## config.mk

```make
export PLATFORM = sky130hd
export DESIGN_NAME = cbad_decode
export DESIGN_NICKNAME = d
export VERILOG_FILES = /design/src/design/cbad_pkg.sv /design/src/design/cbad_decode.sv
export SDC_FILE = /design/constraint.sdc
export NUM_CORES = 1
export LEC_CHECK = 0
export BUFFER_PORTS_ARGS = -buffer_cell sky130_fd_sc_hd__buf_4
export CAP_MARGIN = 10
export CORE_MARGIN = 3
export CORE_UTILIZATION = 35
export DETAILED_ROUTE_END_ITERATION = 8
export GPL_ROUTABILITY_DRIVEN = 0
export PLACE_DENSITY = 0.85
export SYNTH_ARGS = -nofsm -noshare
export SYNTH_HDL_FRONTEND = slang
export SYNTH_SLANG_ARGS = --single-unit
```

## constraint.sdc

```tcl
create_clock -name vclk -period 3.73
set_input_delay 0.5595 -clock vclk [all_inputs]
set_output_delay 0.5595 -clock vclk [all_outputs]
set_load 0.03 [all_outputs]
```

## src/design/cbad_pkg.sv

```systemverilog
// ----------------------------------------------------------------------------
// cbad_pkg
// Shared types and constants for the CPU bus address decoder.
// ----------------------------------------------------------------------------
`default_nettype none

package cbad_pkg;

    localparam int RAM_BYTES_DEF     = 2048;
    localparam int PROGRAM_BYTES_DEF = 32768;

    localparam int PIC_MIRROR = 8;
    localparam int PIC_RW     = $clog2(PIC_MIRROR);

    localparam int IO_DEPTH   = 32;
    localparam int IO_AW      = $clog2(IO_DEPTH);
    localparam int EXP_DEPTH  = 8160;
    localparam int EXP_AW     = $clog2(EXP_DEPTH);
    localparam int SAVE_DEPTH = 8192;
    localparam int SAVE_AW    = $clog2(SAVE_DEPTH);

    // shared store index, wide enough for the 32 KB program window
    localparam int IDX_W = 15;

    localparam logic [15:0] ADDR_PIC_LO = 16'h2000;
    localparam logic [15:0] ADDR_PIC_HI = 16'h4000;
    localparam logic [15:0] ADDR_IO     = 16'h4000;
    localparam logic [15:0] ADDR_DMA    = 16'h4014;
    localparam logic [15:0] ADDR_CTRL0  = 16'h4016;
    localparam logic [15:0] ADDR_CTRL1  = 16'h4017;
    localparam logic [15:0] ADDR_EXP    = 16'h4020;
    localparam logic [15:0] ADDR_SAVE   = 16'h6000;
    localparam logic [15:0] ADDR_PROG   = 16'h8000;
    localparam logic [15:0] PROG_HALF   = 16'h4000;

    localparam logic [3:0] PIC_REG_DMA = 4'd8;
    localparam int         CTRL_BIT    = 7;

    localparam logic CFG_MIRROR = 1'b0;
    localparam logic CFG_ATTACH = 1'b1;

    localparam logic OP_READ  = 1'b0;
    localparam logic OP_WRITE = 1'b1;

    localparam logic [2:0] SEL_NONE = 3'd0;
    localparam logic [2:0] SEL_RAM  = 3'd1;
    localparam logic [2:0] SEL_IO   = 3'd2;
    localparam logic [2:0] SEL_EXP  = 3'd3;
    localparam logic [2:0] SEL_SAVE = 3'd4;
    localparam logic [2:0] SEL_PROG = 3'd5;

    typedef struct packed {
        logic [2:0]       sel;
        logic             mem_we;
        logic             mem_rd;
        logic [IDX_W-1:0] idx;
        logic [7:0]       wdata;
    } t_dec;

    typedef struct packed {
        logic [7:0] read_data;
        logic       pic_access;
        logic [3:0] pic_register;
        logic       pic_is_write;
        logic [7:0] pic_data;
        logic       pic_system;
        logic       ctrl_access;
        logic       ctrl_port;
        logic       ctrl_load;
    } t_res;

endpackage

`default_nettype wire

```

## src/design/cbad_decode.sv

```systemverilog
// ----------------------------------------------------------------------------
// cbad_decode
// Memory map decode of one bus word: region, store index and side signals.
// ----------------------------------------------------------------------------
`default_nettype none

module cbad_decode import cbad_pkg::*; #(
    parameter int RAM_BYTES     = RAM_BYTES_DEF,
    parameter int PROGRAM_BYTES = PROGRAM_BYTES_DEF
) (
    input  wire logic        i_op,
    input  wire logic [15:0] i_addr,
    input  wire logic [7:0]  i_wdata,
    input  wire logic        i_sys,
    input  wire logic [7:0]  i_pdata,
    input  wire logic [7:0]  i_cbyte,
    input  wire logic        i_mirror,
    input  wire logic        i_attached,
    output t_dec             o_dec,
    output t_res             o_res
);

    localparam int RAM_WIN   = 8192;
    localparam int RAM_STEPS = $clog2((RAM_WIN + RAM_BYTES - 1) / RAM_BYTES);

    logic             pic;
    logic             ctrl;
    logic [14:0]      ram_off;
    logic [15:0]      exp_off;
    logic [IDX_W-1:0] prog_off;

    // reduce the work RAM offset by conditional subtraction of scaled depths
    always_comb begin
        ram_off = {2'b00, i_addr[12:0]};
        for (int k = RAM_STEPS - 1; k >= 0; k--) begin
            if (ram_off >= 15'(RAM_BYTES << k)) begin
                ram_off = ram_off - 15'(RAM_BYTES << k);
            end
        end
    end

    always_comb begin
        exp_off  = i_addr - ADDR_EXP;
        prog_off = i_addr[IDX_W-1:0];
        if (i_mirror) begin
            prog_off = {1'b0, prog_off[IDX_W-2:0]};
        end
        if ({1'b0, prog_off} >= 16'(PROGRAM_BYTES)) begin
            prog_off = prog_off - IDX_W'(PROGRAM_BYTES);
        end
    end

    assign pic  = (i_addr >= ADDR_PIC_LO && i_addr < ADDR_PIC_HI) || i_addr == ADDR_DMA;
    assign ctrl = i_addr == ADDR_CTRL0 || i_addr == ADDR_CTRL1;

    always_comb begin
        o_dec       = '0;
        o_dec.wdata = i_wdata;
        o_res       = '0;
        if (pic) begin
            if (i_attached) begin
                o_res.pic_access   = 1'b1;
                o_res.pic_register = (i_addr == ADDR_DMA) ? PIC_REG_DMA
                                                          : 4'(i_addr[PIC_RW-1:0]);
                o_res.pic_is_write = i_op;
                o_res.pic_system   = i_sys;
                if (i_op == OP_WRITE) begin
                    o_res.pic_data = i_wdata;
                end else begin
                    o_res.read_data = i_pdata;
                end
            end
        end else if (ctrl) begin
            o_res.ctrl_access = 1'b1;
            o_res.ctrl_port   = i_addr[0];
            if (i_op == OP_WRITE) begin
                o_res.ctrl_load = 1'b1;
            end else begin
                o_res.read_data = {7'b0, i_cbyte[CTRL_BIT]};
            end
        end else begin
            o_dec.mem_we = i_op == OP_WRITE;
            o_dec.mem_rd = i_op == OP_READ;
            priority if (i_addr < ADDR_PIC_LO) begin
                o_dec.sel = SEL_RAM;
                o_dec.idx = IDX_W'(ram_off);
            end else if (i_addr >= ADDR_IO && i_addr < ADDR_EXP) begin
                o_dec.sel = SEL_IO;
                o_dec.idx = IDX_W'(i_addr[IO_AW-1:0]);
            end else if (i_addr >= ADDR_EXP && i_addr < ADDR_SAVE) begin
                o_dec.sel = SEL_EXP;
                o_dec.idx = IDX_W'(exp_off[EXP_AW-1:0]);
            end else if (i_addr >= ADDR_SAVE && i_addr < ADDR_PROG) begin
                o_dec.sel = SEL_SAVE;
                o_dec.idx = IDX_W'(i_addr[SAVE_AW-1:0]);
            end else begin
                o_dec.sel = SEL_PROG;
                o_dec.idx = prog_off;
            end
        end
    end

endmodule

`default_nettype wire

```

==> results.md, run 1 <==
Die:
- The area enclosed by the die boundary is 2926 um2.
- The floorplan has 16 rows.
- The number of primary I/O pins is 98.
- For this configuration, the core starts out at a cell density of 38.88%.
- The floorplan die width is 54.09 um.
- The core footprint is 2082 um2.
- The vertical die dimension is 54.09 um.

Cells and area:
- The number of nets in the layout is 258.
- The most common cell after layout, fill and taps aside is sky130_fd_sc_hd__buf_4.
- The repair_antennas step left the layout with diodes totalling 0.
- For this run, the share of the core covered by cells in the final layout is 70.49%.
- Compared with the post-synthesis result, the final layout area differs by 81.30%.
- The clock buffers instantiated in the layout total 0.
- The design has 0 sequential cells.
- In the final layout, the share of cells above drive strength 1 is 49.02%.
- The finished layout holds 231 standard cells, fillers aside.
- The combined flip-flop and latch cell area is 0 um2.
- The top cell types in the final layout, fill and taps aside, are sky130_fd_sc_hd__buf_4, sky130_fd_sc_hd__and2_1, sky130_fd_sc_hd__nor2_1.

Routing:
- Dividing the detail-routed via count by the number of cells gives 5.113.
- The initial detailed-routing violation count is 12.
- The routed layout has 1181 vias.
- The total DRC errors in the routed layout is 0.
- The wire length after detailed routing is 3.094 mm.
- Before antenna repair, the detailed router went through 4 iterations.
- The average wire length per cell after detail routing is 13.39 um.
- The number of antenna-violating nets in the routed design is 0.

Timing:
- The total count of max-transition violations in the final report is 0.
- Based on the critical path, the design can be clocked at up to 293.2 MHz.
- The shortest period the worst path allows is 3411 ps.
- The number of failing setup endpoints in the final timing report is 0.
- The total count of hold-check failures in the final report is 0.
- The setup TNS after final layout is 0 ps.
- The fraction of the cycle the final worst path needs is 91.44%.
- Setup repair after global routing left no endpoint under its margin.
- The slew at the pin with the worst max-slew slack is 866.3 ps.
- Measured against its own limit, the worst slew margin works out to 42.12%.
- After layout, the worst setup slack is 319.2 ps.

Power:
- The leakage power is 0.7899 nW.
- The total power divided by cell area is 110.6 nW/um2.
- The largest vdd supply drop is 0.00007791 V.
- Overall power consumption after layout is estimated at 0.1623 mW.

Global route:
- The global routing usage on met3 is 3.047%.
- Global routing used 20.39% of the available met1 tracks.
- For this run, global-route usage on met2 was measured as 37.70%.
- The maximum number of pins on one net before global-route repair is 10.
- The initial antenna violation count is 0.
- The first global-routing pass estimated 4.374 mm of wire.
- The total congestion overflow after global routing is 0.
- The total track usage is 18.93%.
- The via count of the first global-routing pass is 1040.
- The layer with the highest usage after global routing is met2.

Run:
- The count of maximum capacitance violations is 0.

Placed design:
- The number of input and output port buffers inserted is 91.
- The cell count after placement is 231.
- Summed over all nets, the half-perimeter wirelength after detailed placement is 2.663 mm.
- The worst slack after detailed placement is 332.3 ps.

Synthesis:
- The fraction of post-synthesis cell area in the top cell type by area is 17.77%.
- The library cell occupying the most area in the post-synthesis netlist is sky130_fd_sc_hd__and2_1.
- The number of instances in the synthesized netlist is 121.
- Each instance of the synthesized netlist takes up on average 6.690 um2.
- The distinct cell type count of the synthesized netlist is 37.
- Sequential elements use 0% of the synthesized area.
- Yosys printed 0 warnings.
- By area the synthesized netlist is led by sky130_fd_sc_hd__and2_1, sky130_fd_sc_hd__ha_1, sky130_fd_sc_hd__buf_4, sky130_fd_sc_hd__nor2_1, sky130_fd_sc_hd__and3_1.
- In this run the cell area of the synthesized design comes to 809.5 um2.

Critical path:
- The data arrival time of the worst path is 2850 ps.
- The critical path goes through buf_4 -> or4_1 -> nor4b_1 -> a21oi_1 -> nor3_1 -> and2_1 -> buf_4.
- On the worst path, the slowest cell contributes a delay of 650 ps.
- The cell with the largest stage delay on the worst path is sky130_fd_sc_hd__or4_1.
- In this run the worst path has a maximum fanout of 7.
- The startpoint type of the worst setup path is a primary input.
- The critical path in this run is classified as primary input to output port.
- The cell repeated most along the worst path is sky130_fd_sc_hd__buf_4.
- The required time at the worst-slack endpoint is 3170 ps.
- STA classifies the critical path endpoint as an output port.

Clock tree:
- The total of cells resized after clock tree synthesis is 0.
- The buffers inserted during post-CTS setup optimization is 0.
- The number of hold buffers added after CTS was 0.

Min path:
- The min-delay analysis places its worst path in the category primary input to output port.

Run status:
- The flow ran to the end, and the final reports show no timing, DRC or antenna violations.
==> final cells by class <==
class | instances | area (um2)
fill | 168 | 614.3
multi-input combinational | 108 | 728.2
timing repair buffer | 92 | 690.7
tap | 27 | 33.78
inverter | 4 | 15.01
==> cells in the mapped netlist, drive strengths merged (2+ instances only) <==
master,count
and2,23
nor2,12
buf,9
ha,8
and3,6
or4,5
a21oi,4
clkbuf,4
inv,4
o21ai,4
xor2,4
nor3,3
nor3b,3
nor4,3
o211ai,3
or2,3
or3b,3
a21o,2
nand2,2
nor2b,2
o2111ai,2
==> power breakdown <==
group	internal, mW	switching [mW]
registers	0	0
clock network	0	0
logic	0.0702	0.0921
total	0.0702	0.0921
==> worst max-delay path: cells and delay by family <==
family	cells	cell delay, ps
AOI/OAI and AO/OA	1	160
buffers and inverters	2	290
and+or+nand+nor	4	1840
==> metrics by stage <==
stage                     instance area [um2]  hold WS, ps
after floorplan                         824.5         1229
after global placement                   1468         1343
after detailed placement                 1468         1347
after CTS                                1468         1347
after global routing                     1468         1352
final                                    1468         1345
==> layer usage <==
layer | wire (um) | vias up
met1 | 1128 | 526
met5 | 0 | -
li1 | - | 582
met2 | 1555 | 67
met4 | 29 | 0
met3 | 380 | 6
==> cells by family after synthesis <==
kind of cell | share of synthesized area [%]
AOI/OAI and AO/OA | 15.92
xor gates and xnor gates | 5.409
adders and majority gates | 12.37
buffers and inverters | 11.90
muxes | 1.391
other | 0.4632
and+or+nand+nor | 52.55
==> path summary, 6_finish.rpt <==
check	cells after the start	to	from
max	7	o_res[25]	i_addr[7]
min	2	o_dec[7]	i_wdata[7]
Power figures use the tool's default switching activity.
==> inputs of run 2 (changes only) <==
CORE_ASPECT_RATIO = 1.5   (was unset)
==> results.md, run 2 (synthesis gave the netlist of run 1 again) <==
Run status:
- Run status: complete, no violations (unchanged).

Routing:
- The initial detailed-routing violation count is 12 (unchanged).
- The first-pass detailed-route iteration total is 4 (unchanged).
- The number of vias per cell came to 5.163 (was 5.113).
- The number of antenna-violating nets in the routed design is 0 (unchanged).
- The total DRC errors in the routed layout is 0 (unchanged).
- The total vias in the final route was 1172 (was 1181).
- The wire length after detailed routing is 3.255 mm (was 3.094 mm).
- The average wire length per cell after detail routing is 14.34 um (was 13.39 um).

Min path:
- The kind of path behind the tightest hold check was primary input to output port (unchanged).

Timing:
- RSZ-0062 raised after global routing: no (unchanged).
- The setup TNS after final layout was 0 ps (unchanged).
- The fraction of the cycle the final worst path needs was 91.52% (was 91.44%).
- The shortest period the worst path allows is 3414 ps (was 3411 ps).
- The number of failing setup endpoints in the final timing report is 0 (unchanged).
- The final worst setup slack is 316.3 ps (was 319.2 ps).
- The timing-limited maximum frequency is 292.9 MHz (was 293.2 MHz).
- The slew at the pin with the worst max-slew slack was 830.1 ps (was 866.3 ps).
- The worst-case hold slack is 1343 ps (was 1345 ps).
- The headroom to the max-slew limit is 44.54% (was 42.12%).
- The total count of max-transition violations in the final report is 0 (unchanged).
- The total count of hold-check failures in the final report is 0 (unchanged).

Critical path:
- The capturing element of the worst setup path is o_res[23] (was o_res[25]).
- The cell with the largest stage delay on the worst path is sky130_fd_sc_hd__or4_1 (unchanged).
- Critical path cell sequence: buf_4 -> or4_1 -> nor4b_1 -> a21oi_1 -> nor3_1 -> and2_1 -> buf_4 (unchanged).
- The critical path launch point is i_addr[6] (was i_addr[7]).
- The endpoint kind of the worst setup timing path is an output port (unchanged).
- The cell repeated most along the worst path was sky130_fd_sc_hd__buf_4 (unchanged).
- The data arrival time of the worst path came to 2850 ps (about the same).
- The startpoint type of the worst setup path is a primary input (unchanged).
- The required time at the worst-slack endpoint was 3170 ps (about the same).
- The classification of the worst setup path is primary input to output port (unchanged).
- The delay contributed by the slowest stage of the critical path is 650 ps (about the same).
- The highest net fanout along the worst path is 7 (unchanged).

Cells and area:
- The post-layout instance area is 1469 um2 (was 1468 um2).
- The total inserted antenna cells is 0 (unchanged).
- The final cell count without fillers was 227 (was 231).
- The total of clock buffers placed in the layout is 0 (unchanged).
- The combined flip-flop and latch cell area is 0 um2 (unchanged).
- The number of nets in the layout came to 259 (was 258).
- The number of flip-flops and latches is 0 (unchanged).
- The most common cell after layout, fill and taps aside is sky130_fd_sc_hd__buf_4 (unchanged).
- The count of filler cells inserted in the layout is 198 (was 168).
- The proportion of layout cells with a drive suffix above 1 is 49.27% (was 49.02%).
- Commonest cells after routing, fill and taps aside: sky130_fd_sc_hd__buf_4, sky130_fd_sc_hd__and2_1, sky130_fd_sc_hd__nor2_1 (unchanged).
- The layout overhead on the synthesized area is 81.45% (was 81.30%).

Placed design:
- The number of input and output port buffers inserted came to 91 (unchanged).
- The placed standard-cell area is 1469 um2 (was 1468 um2).
- The detailed placement HPWL was 2.859 mm (was 2.663 mm).
- The worst slack after detailed placement was 303.8 ps (was 332.3 ps).
- The cell count after placement is 227 (was 231).

Global route:
- The total track usage is 20.63% (was 18.93%).
- The maximum number of pins on one net before global-route repair is 10 (unchanged).
- The total congestion overflow after global routing is 0 (unchanged).
- The via count of the first global-routing pass is 1059 (was 1040).
- The wire length of the first global-routing pass is 4.899 mm (was 4.374 mm).
- The initial antenna violation count is 0 (unchanged).

Run:
- The count of maximum capacitance violations is 0 (unchanged).

Die:
- The vertical die dimension was 64.90 um (was 54.09 um).
- The number of core rows is 20 (was 16).
- The area enclosed by the die boundary was 2938 um2 (was 2926 um2).
- The core footprint is 2102 um2 (was 2082 um2).
- The number of primary I/O pins is 98 (unchanged).
- The floorplan die width is 45.27 um (was 54.09 um).
- The initial core utilization was 38.51% (was 38.88%).

Clock tree:
- The cts-stage hold buffer count was 0 (unchanged).
- The buffers inserted during post-CTS setup optimization is 0 (unchanged).
- The total of cells resized after clock tree synthesis came to 0 (unchanged).

Power:
- The largest vdd supply drop came to 0.00007398 V (was 0.00007791 V).
- The total power divided by cell area came to 110.3 nW/um2 (was 110.6 nW/um2).
- The leakage power is 0.7952 nW (was 0.7899 nW).
-- run 2: power by group --
group,switching [mW],internal [mW]
logic,0.0916,0.0705
registers,0,0
clock network,0,0
-- run 2: worst max-delay path: cells and delay by family --
kind,cells,cell delay (ps)
AOI/OAI and AO/OA,1,170
and+or+nand+nor,4,1840
buffers and inverters,2,280
-- run 2: how the worst min path moves through the flow --
stage               start   endpoint  slack [ps]  cells after the start
4_1_cts        i_wdata[5]   o_dec[5]        1340                      2
5_1_grt        i_wdata[2]   o_dec[2]        1350                      2
2_1_floorplan        i_op  o_dec[23]        1230                      1
3_5_place_dp   i_wdata[5]   o_dec[5]        1340                      2
3_3_place_gp   i_wdata[1]   o_dec[1]        1340                      2
6_report       i_wdata[5]   o_dec[5]        1340                      2
-- run 2: metrics by stage --
stage                     utilization, %  total power [mW]
after floorplan                        -           0.08779
after global placement             69.88            0.1591
after detailed placement           69.88            0.1625
after CTS                          69.88            0.1629
after global routing               69.88            0.1736
final                              69.88            0.1620
-- run 2: routing by layer --
layer	share of wire [%]	track usage, %	vias to the layer above
met2	50	38.30	66
met1	38	24.30	519
li1	-	-	581
met4	1.6	3.297	0
met5	0	0	-
met3	11	2.500	6
-- run 2: layout make-up --
type / count / area (um2) / area share [%]
Inverter: 4 / 15.01 / 1.022
Multi-Input combinational cell: 108 / 728.2 / 49.57
Tap cell: 22 / 27.53 / 1.874
Timing Repair Buffer: 93 / 698.2 / 47.53
